### config.mk
export PLATFORM = sky130hd
export DESIGN_NAME = rc_mode_activation_logic
export DESIGN_NICKNAME = d
export VERILOG_FILES = /design/src/rtl/rcma_pkg.sv /design/src/rtl/rcma_ctrl.sv /design/src/rtl/rcma_datapath.sv /design/src/rtl/rc_mode_activation_logic.sv
export SDC_FILE = /design/constraint.sdc
export NUM_CORES = 2
export LEC_CHECK = 0
export BUFFER_PORTS_ARGS = -buffer_cell sky130_fd_sc_hd__buf_2
export CAP_MARGIN = 5
export CORE_MARGIN = 3
export CORE_UTILIZATION = 55
export DETAILED_ROUTE_END_ITERATION = 6
export PLACE_DENSITY = 0.73
export SLEW_MARGIN = 20
export SYNTH_ARGS = -nofsm -noshare
export SYNTH_HDL_FRONTEND = slang
export SYNTH_SLANG_ARGS = --single-unit
export TNS_END_PERCENT = 5
### constraint.sdc
create_clock -name aclk -period 12.4 [get_ports aclk]
set_clock_uncertainty 0.05 [all_clocks]
set_input_delay 2.48 -clock aclk [delete_from_list [all_inputs] [get_ports aclk]]
set_output_delay 2.48 -clock aclk [all_outputs]
set_load 0.03 [all_outputs]
### src/rtl/rcma_pkg.sv
// Package for the RC mode activation block: sizes, register indexes,
// state and struct types, and the AND/OR fold function.
// No dependencies.
package rcma_pkg;

    localparam int NUM_CONDITIONS = 32;
    localparam int NUM_MODES      = 64;

    localparam int CIDX_W     = (NUM_CONDITIONS > 1) ? $clog2(NUM_CONDITIONS) : 1;
    localparam int MODE_W     = $clog2(NUM_MODES);
    localparam int IN_W       = 56;   // input tdata width, whole bytes
    localparam int OUT_W      = 64;   // result tdata width
    localparam int CFG_IDX_W  = 1;
    localparam int CFG_DATA_W = 6;

    localparam logic [CFG_IDX_W-1:0] CFG_STICKY_ID = 1'd0;
    localparam logic [CFG_IDX_W-1:0] CFG_STICKY_EN = 1'd1;

    localparam logic OP_WRITE = 1'b0;
    localparam logic OP_EVAL  = 1'b1;

    typedef enum logic [2:0] {
        ST_IDLE,
        ST_PASS1,
        ST_PASS2,
        ST_COMMIT,
        ST_EMIT
    } state_t;

    // input tdata layout, msb first
    typedef struct packed {
        logic        boot_delay_elapsed;
        logic [31:0] range_active_bits;
        logic        cond_nonempty;
        logic [7:0]  cond_link_mode;
        logic        cond_logic_and;
        logic [7:0]  cond_mode_id;
        logic [4:0]  cond_index;
    } in_item_t;

    typedef struct packed {
        logic       nonempty;
        logic [7:0] link_mode;
        logic       logic_and;
        logic [7:0] mode_id;
    } cond_entry_t;

    typedef struct packed {
        logic              load;
        logic              step1;
        logic              step2;
        logic              commit;
        logic              emit;
        logic [CIDX_W-1:0] idx;
    } dp_cmd_t;

    typedef struct packed {
        logic out_busy;
    } dp_status_t;

    // returns {and_bit, new_bit}
    function automatic logic [1:0] fold_bits(input logic logic_and, input logic active,
                                             input logic and_b, input logic new_b);
        logic [1:0] r;
        r = {and_b, new_b};
        if (and_b || !new_b) begin
            if (!logic_and) begin
                if (active) begin
                    r = 2'b01;
                end
            end else begin
                r[1] = 1'b1;
                if (!active) begin
                    r[0] = 1'b1;
                end
            end
        end
        return r;
    endfunction

endpackage

### src/rtl/rcma_ctrl.sv
// Controller FSM for the RC mode activation block: accepts items and
// sequences the two table passes. Depends on rcma_pkg.
module rcma_ctrl import rcma_pkg::*; (
    input  logic       aclk,
    input  logic       aresetn,
    input  logic       s_tvalid,
    input  logic       s_tuser,
    output logic       s_tready,
    input  dp_status_t status,
    output dp_cmd_t    cmd
);

    state_t            state_reg, state_next;
    logic [CIDX_W-1:0] idx_reg, idx_next;
    logic              last;

    assign last = (idx_reg == CIDX_W'(NUM_CONDITIONS - 1));

    always_ff @(posedge aclk) begin
        if (!aresetn) begin
            state_reg <= ST_IDLE;
            idx_reg   <= '0;
        end else begin
            state_reg <= state_next;
            idx_reg   <= idx_next;
        end
    end

    always_comb begin
        state_next = state_reg;
        idx_next   = idx_reg;
        case (state_reg)
            ST_IDLE: begin
                idx_next = '0;
                if (s_tvalid) begin
                    state_next = (s_tuser == OP_EVAL) ? ST_PASS1 : ST_EMIT;
                end
            end
            ST_PASS1: begin
                idx_next = last ? '0 : idx_reg + 1'b1;
                if (last) begin
                    state_next = ST_PASS2;
                end
            end
            ST_PASS2: begin
                idx_next = last ? '0 : idx_reg + 1'b1;
                if (last) begin
                    state_next = ST_COMMIT;
                end
            end
            ST_COMMIT: begin
                state_next = ST_EMIT;
            end
            ST_EMIT: begin
                if (!status.out_busy) begin
                    state_next = ST_IDLE;
                end
            end
            default: begin
                state_next = ST_IDLE;
            end
        endcase
    end

    always_comb begin
        cmd      = '0;
        cmd.idx  = idx_reg;
        s_tready = 1'b0;
        case (state_reg)
            ST_IDLE: begin
                s_tready = 1'b1;
                cmd.load = s_tvalid;
            end
            ST_PASS1:  cmd.step1  = 1'b1;
            ST_PASS2:  cmd.step2  = 1'b1;
            ST_COMMIT: cmd.commit = 1'b1;
            ST_EMIT:   cmd.emit   = !status.out_busy;
            default: begin
                cmd.load = 1'b0;
            end
        endcase
    end

endmodule

### src/rtl/rcma_datapath.sv
// Datapath for the RC mode activation block: condition table, AND/NEW
// masks, sticky state, config registers and result register. Depends on rcma_pkg.
module rcma_datapath import rcma_pkg::*; (
    input  logic                  aclk,
    input  logic                  aresetn,
    input  dp_cmd_t               cmd,
    output dp_status_t            status,
    input  logic [IN_W-1:0]       s_tdata,
    input  logic                  s_tuser,
    input  logic                  cfg_valid,
    input  logic [CFG_IDX_W-1:0]  cfg_index,
    input  logic [CFG_DATA_W-1:0] cfg_data,
    input  logic                  m_tready,
    output logic                  m_tvalid,
    output logic [OUT_W-1:0]      m_tdata
);

    in_item_t item;
    assign item = in_item_t'(s_tdata);

    cond_entry_t                table_reg [NUM_CONDITIONS];
    logic [NUM_CONDITIONS-1:0]  range_reg;
    logic                       boot_reg;
    logic [NUM_MODES-1:0]       and_reg, and_next;
    logic [NUM_MODES-1:0]       new_reg, new_next;
    logic [NUM_MODES-1:0]       active_reg;
    logic [NUM_MODES-1:0]       sted_reg, sted_next;
    logic [5:0]                 sticky_id_reg;
    logic                       sticky_en_reg;
    logic                       m_tvalid_reg;
    logic [OUT_W-1:0]           m_tdata_reg;

    cond_entry_t       entry;
    logic [MODE_W-1:0] mb, lb;
    logic              m_ok, l_ok, act, skip1, is_sticky;
    logic [1:0]        folded;

    always_comb begin
        entry     = table_reg[cmd.idx];
        mb        = entry.mode_id[MODE_W-1:0];
        lb        = entry.link_mode[MODE_W-1:0];
        m_ok      = (entry.mode_id < 8'(NUM_MODES));
        l_ok      = (entry.link_mode < 8'(NUM_MODES));
        skip1     = (entry.link_mode != 8'd0) || !entry.nonempty || !m_ok;
        is_sticky = sticky_en_reg && (entry.mode_id == {2'b00, sticky_id_reg});
        act       = 1'b0;
        and_next  = and_reg;
        new_next  = new_reg;
        sted_next = sted_reg;
        folded    = 2'b00;
        if (cmd.load) begin
            and_next = '0;
            new_next = '0;
        end else if (cmd.step1 && !skip1) begin
            act    = range_reg[cmd.idx];
            folded = fold_bits(entry.logic_and, act, and_reg[mb], new_reg[mb]);
            if (is_sticky) begin
                if (active_reg[mb]) begin
                    and_next[mb] = 1'b0;
                    new_next[mb] = 1'b1;
                end else if (sted_reg[mb]) begin
                    and_next[mb] = folded[1];
                    new_next[mb] = folded[0];
                end else if (boot_reg && !act) begin
                    sted_next[mb] = 1'b1;
                end
            end else begin
                and_next[mb] = folded[1];
                new_next[mb] = folded[0];
            end
        end else if (cmd.step2 && (entry.link_mode != 8'd0) && m_ok) begin
            // linked condition follows the linked mode's current state
            act          = l_ok && (and_reg[lb] != new_reg[lb]);
            folded       = fold_bits(entry.logic_and, act, and_reg[mb], new_reg[mb]);
            and_next[mb] = folded[1];
            new_next[mb] = folded[0];
        end
    end

    always_ff @(posedge aclk) begin
        and_reg <= and_next;
        new_reg <= new_next;
        if (cmd.load) begin
            range_reg <= item.range_active_bits[NUM_CONDITIONS-1:0];
            boot_reg  <= item.boot_delay_elapsed;
        end
    end

    always_ff @(posedge aclk) begin
        if (!aresetn) begin
            for (int i = 0; i < NUM_CONDITIONS; i++) begin
                table_reg[i] <= '0;
            end
            active_reg    <= '0;
            sted_reg      <= '0;
            sticky_id_reg <= '0;
            sticky_en_reg <= 1'b0;
            m_tvalid_reg  <= 1'b0;
        end else begin
            sted_reg <= sted_next;
            if (cmd.load && (s_tuser == OP_WRITE) &&
                ({1'b0, item.cond_index} < 6'(NUM_CONDITIONS))) begin
                table_reg[item.cond_index[CIDX_W-1:0]] <= '{
                    nonempty:  item.cond_nonempty,
                    link_mode: item.cond_link_mode,
                    logic_and: item.cond_logic_and,
                    mode_id:   item.cond_mode_id
                };
            end
            if (cmd.commit) begin
                active_reg <= and_reg ^ new_reg;
            end
            if (cfg_valid) begin
                case (cfg_index)
                    CFG_STICKY_ID: sticky_id_reg <= cfg_data[5:0];
                    CFG_STICKY_EN: sticky_en_reg <= cfg_data[0];
                    default: begin
                        sticky_en_reg <= sticky_en_reg;
                    end
                endcase
            end
            if (cmd.emit) begin
                m_tvalid_reg <= 1'b1;
            end else if (m_tready) begin
                m_tvalid_reg <= 1'b0;
            end
        end
    end

    always_ff @(posedge aclk) begin
        if (cmd.emit) begin
            m_tdata_reg <= OUT_W'(active_reg);
        end
    end

    assign status.out_busy = m_tvalid_reg && !m_tready;
    assign m_tvalid        = m_tvalid_reg;
    assign m_tdata         = m_tdata_reg;

endmodule

### src/rtl/rc_mode_activation_logic.sv
// RC mode activation block, top level: controller plus datapath.
// Depends on rcma_pkg, rcma_ctrl and rcma_datapath.
//
// Input stream (s_*): s_tuser selects the item kind, write (0) or evaluate (1).
// A write stores one condition in the 32-entry table; an evaluate takes one
// range-active bit per condition and recomputes the 64-bit mode set.
// Every item yields exactly one transfer on the result stream (m_*): the
// mode set after that item.
// Config channel (cfg_*): always ready; index 0 is the sticky mode id,
// index 1 the sticky enable. Write it only while the block is idle.
// An evaluate runs two passes that walk the table one entry per cycle, then
// a commit and an emit; a write goes straight to the emit. One item is in
// work at a time; s_tready returns as the result is loaded into the output
// register, together with m_tvalid.
// A result waiting on m_tready does not block the next accept; a second
// result waits in the controller until the output register drains.
// Reset (aresetn low, synchronous) clears the table, mode set, sticky
// history, config registers and the output valid.
module rc_mode_activation_logic import rcma_pkg::*; (
    input  logic                  aclk,
    input  logic                  aresetn,
    input  logic                  s_tvalid,
    output logic                  s_tready,
    // [4:0] cond_index, [12:5] cond_mode_id, [13] cond_logic_and,
    // [21:14] cond_link_mode, [22] cond_nonempty, [54:23] range_active_bits,
    // [55] boot_delay_elapsed
    input  logic [IN_W-1:0]       s_tdata,
    input  logic                  s_tuser,   // [0] opcode
    output logic                  m_tvalid,
    input  logic                  m_tready,
    output logic [OUT_W-1:0]      m_tdata,   // [63:0] mode_bits
    input  logic                  cfg_valid,
    output logic                  cfg_ready,
    input  logic [CFG_IDX_W-1:0]  cfg_index,
    input  logic [CFG_DATA_W-1:0] cfg_data
);

    dp_cmd_t    cmd;
    dp_status_t status;

    assign cfg_ready = 1'b1;

    rcma_ctrl u_ctrl (
        .aclk     (aclk),
        .aresetn  (aresetn),
        .s_tvalid (s_tvalid),
        .s_tuser  (s_tuser),
        .s_tready (s_tready),
        .status   (status),
        .cmd      (cmd)
    );

    rcma_datapath u_dp (
        .aclk      (aclk),
        .aresetn   (aresetn),
        .cmd       (cmd),
        .status    (status),
        .s_tdata   (s_tdata),
        .s_tuser   (s_tuser),
        .cfg_valid (cfg_valid),
        .cfg_index (cfg_index),
        .cfg_data  (cfg_data),
        .m_tready  (m_tready),
        .m_tvalid  (m_tvalid),
        .m_tdata   (m_tdata)
    );

endmodule

## After elaboration in Yosys (flattened, before gate mapping)

Memory sizes are Yosys's and may differ from the RTL's. A register that Yosys moved wholly into a read port is not among the register bits.
Cells that the tools add are included.

- Register bits: 369
- RAM bits: 576
- Input bits: 69
- Output and inout port bits: 67
- Word-level logic and storage cells: 141
- Memories: 1

- $add $sub $neg: 1
- Magnitude comparators: 6
- Eq/ne operators: 12
- Multiplexer cells: 68
- Bitwise logic cells: 10
- Reduce and logical (&&, ||, !) cells: 31

Memory list:

| memory | depth | bits a word | read ports | clocked after Yosys merged registers in | write ports | RTL line | text |
|---|---|---|---|---|---|---|---|
| u_dp.table_reg | 32 | 18 | 1 | 1 | 32 | rcma_datapath.sv:21 | `cond_entry_t table_reg [NUM_CONDITIONS];` |

Operators by type and width:

| operator | number |
|---|---|
| 64-bit two-way mux | 10 |
| 64-bit bitwise mux | 4 |
| 64-bit bitwise OR | 2 |
| 64-bit AND | 1 |
| 64-bit inverter | 1 |
| 64-bit bitwise XOR | 1 |
| 1-bit binary-select mux with 6-bit select | 6 |
| 1-bit two-way mux | 23 |
| 2-bit two-way mux | 11 |
| 5-bit two-way mux | 4 |
| 18-bit two-way mux | 1 |
| 18-bit OR reduction | 1 |
| 8-bit by 7-bit less-than comparator with 1-bit output (second input constant) | 2 |
| 3-bit two-way mux | 5 |
| 3-bit case mux with 5 select lines | 1 |
| 6-bit by 7-bit less-than comparator with 1-bit output (second input constant) | 2 |
| 5-bit case mux with 2 select lines | 1 |
| 1-bit logical AND | 9 |
| 8-bit by 6-bit == test with 1-bit output | 1 |
| 8-bit nonzero test | 1 |
| 1-bit zero test | 7 |
| 1-bit demux with 6-bit select | 1 |
| 3-bit by 2-bit == test with 1-bit output (second input constant) | 2 |
| 6-bit by 1-bit greater-or-equal comparator with 1-bit output (second input constant) | 1 |
| 18 further kinds | 30 |

## Logic depth before layout (Yosys ltp)

- Depth in word-level cells: 13
- Mapped depth: 23
- Gate-level depth less buffers: 12

## Cells and area by module

From an unflattened synthesis, not the netlist that was laid out.

- Cell total of the unflattened synthesis: 3624
- Area total of the unflattened synthesis: 44465.1 µm²

By module, submodules not included:

| module | instances | cells each | area each (µm²) | sequential area each (µm²) |
|---|---|---|---|---|
| rcma_datapath | 1 | 3565 | 43960.9 | 25494.5 |
| rcma_ctrl | 1 | 57 | 493.0 | 160.2 |
| rc_mode_activation_logic | 1 | 2 | 11.3 | 0.0 |

## Worst setup path after synthesis

OpenSTA, ideal clock, no wires.

- Path kind: in2reg
- From: input m_tready
- To: register u_dp.m_tdata_reg[0], in the netlist u_dp.m_tdata[0] (enable)
- Library setup time: 0.494 ns
- Arrival: 5.395 ns
- Data required time: 11.856 ns
- Slack: 6.461 ns
- Stages: 2
- Path buffers: 0
- Path through: nor2b_1 nor2b_1

RTL lines:

| item | RTL line | text |
|---|---|---|
| start: declaration | rc_mode_activation_logic.sv:30 | `input logic m_tready,` |
| end signal: assignment | rcma_datapath.sv:132 | `m_tdata_reg <= OUT_W'(active_reg);` |
| end: declaration | rcma_datapath.sv:31 | `logic [OUT_W-1:0] m_tdata_reg;` |

==> reports/results.tsv <==
metric	value	unit
row count	103	
CTS Buffer Depth	3	
placed insts	4582	
number of global-route vias before repair	29800	
Final setup viols	0	
detailed-route DRC error count	0	
P&R area growth vs syn	11.0	%
PwrDens	142	mW/mm²
via count	31100	
largest net degree at the start of global routing	95	
CTS buffer count	99	
commonest cells after routing, fill and taps aside	edfxtp_1 (673), and2_1 (585), dfxtp_1 (272)	
min Tclk post-route	8.20	ns
Crit Path Max Fanout	60	
part of the power in combinational logic	7.0	%
core area	0.0798	mm²
commonest non-fill, non-tap cell in the layout	edfxtp_1	
Least-Margin Pin Slew	1.31	ns
Total Routed Length	128000	µm
number of H-tree levels	3	
Die Ht	291	µm
GRT Util Overall	29.6	%
die width	291	µm
Internal Power	0.00533	W
total setup buffers inserted after CTS	0	
Max Freq	122	MHz
IO Pins	136	
status	finished clean	
Largest register FFs	576	
Psw	0.00169	W
Min Hold Slack	0.386	ns
synthesized area	0.0447	mm²
min-delay src	u_dp.active_reg[57]	
leak pwr	18.0	nW
Peak VDD IR	0.134	mV
final core occ	62.2	%
Fill cells	6013	
post-cts sizing count	0	
fraction of layout cells with a size suffix above 1	16.5	%
remaining antenna violation count after routing	0	
RSZ-0062 raised after global routing	false	
Worst Hold Class	reg -> reg	
crit path kind	reg -> reg	
final slew viol count	0	
Worst setup SP type	flip-flop	
hold_buf cts	0	
Post-Syn Instances	3627	
arrival time at the worst endpoint	8.68	ns
ys async rst share	0	%
NumNets Final	3704	
global-route wire length before repair	191000	µm
area of the die	0.0847	mm²
dpl hpwl	79100	µm
WL/cell	26.8	µm
CTS root buf	clkbuf_16	
worst skew pair latency	0.69	ns
Slew Limit Headroom	12.5	%
Final Wtd Congestion	0.940	
Seq/Total Area, Yosys	57.6	%
multi-input combinational cell area	0.0177	mm²
CP endpoint kind	flip-flop	
drt initial violations	4181	
DRT Pass-1 Iters	6	
Via density	6.53	
Initial Util	56.0	%
ys flop type	edfxtp_1	
Post-synth EDFFs	673	
GR Overflow Total	0	
Hold Fails Final Rpt	0	
Post-Layout Cell Count	4771	
TNS Setup	0	ns
Post-Syn Area per Cell	12.3	µm²
Storage cell area	0.0258	mm²
CTS sink count	950	
Synthesized Nets	3698	
Tcrit/Tclk final	66.1	%
IO buf count	134	
Seq pwr share	49.9	%
max-cap violations	0	
clock power share	43.0	%
YS warnings	0	
Cell variety after synth	78	
sw frac	24.0	%
initial antenna violation count	7	
#FFs+latches synth	950	
TritonCTS clock tree	done	
clock slew at reported path FFs	0.06	ns
Crit path required time	12.88	ns
-- worst max-delay path, cell delays in order, from the launching register on --
cell and delay [ns]:
dfxtp_4 0.95, buf_4 0.79, mux4_2 0.37, mux2i_1 0.23, a32o_1 0.41, nor2_4 0.70, buf_4 0.60, o221ai_1 0.25
o31a_1 0.16, o21ai_0 0.50, o2111ai_1 0.53, o211ai_2 0.88, nand3_1 0.89, o211ai_1 0.48, o31ai_1 0.12
-- synthesized netlist by cell type (all sizes together), types with 60 or more instances --
cell	n	area share, %
mux4	135	6.8
o21a	70	1.2
o31ai	126	2.1
nand3	97	1.1
clkbuf	204	1.7
edfxtp	673	45
xnor2	71	1.4
nor2	202	1.7
o211a	66	1.5
dfxtp	277	12
mux2i	156	3.6
a21oi	60	0.67
buf	122	1.6
nand2	225	1.9
o211ai	138	2.3
and2	585	8.2
-- final cells by class --
type | count | area share, %
Antenna cell | 3 | 0.0151
Clock buffer | 131 | 5.43
Clock inverter | 55 | 1.25
Inverter | 4 | 0.0303
Multi-Input combinational cell | 2347 | 35.8
Sequential cell | 950 | 52.0
Tap cell | 1050 | 2.65
Timing Repair Buffer | 231 | 2.87
-- cell families (layout without fill, tap and decap cells) --
group           after synthesis  count (layout)  synth area share, %
simple gates               1318            1318                 15.8
flops                       950             950                 57.6
compound gates              630             630                 10.6
buf+inv                     330             421                 3.36
mux                         324             324                 11.2
xor+xnor                     72              72                 1.41
fa+ha+maj                     2               2               0.0560
other cells                   1               4              0.00839
-- per-stage QoR --
step / instance area, µm² / setup WS, ns / power, W
3_3_place_gp: 46100 / 4.47 / 0.00404
5_1_grt: 49600 / 4.03 / 0.00720
3_5_place_dp: 46200 / 4.70 / 0.00405
4_1_cts: 49500 / 4.69 / 0.00703
2_1_floorplan: 44700 / 6.46 / 0.00386
6_report: 49600 / 4.20 / 0.00702
-- worst paths after layout --
kind	endpoint	slack, ns	depth (start not counted)
worst max-delay path	u_dp.and_reg[15]	4.20	14
worst min-delay path	u_dp.m_tdata[57]	0.39	0
worst max register to register	u_dp.and_reg[15]	4.20	14
worst min register to register	u_dp.m_tdata[57]	0.39	0
-- metal layers --
layer	up-vias	GRT usage, %	part of all wire, %	routed length (µm)
met4	2	10.9	3.9	4940
met1	15500	42.5	41	51800
met5	-	0	0.012	15
met2	1821	43.1	44	55600
li1	13500	-	-	-
met3	341	8.31	12	15500
-- power groups by stage --
stage	Combinational, W	Sequential [W]	Clock (W)
floorplan	0.000283	0.00358	0
global placement	0.000472	0.00357	0
detailed placement	0.000478	0.00357	0
CTS	0.000480	0.00351	0.00305
global route	0.000513	0.00351	0.00318
finish	0.000493	0.00351	0.00302
No activity file was read; power rests on OpenSTA's default activity.
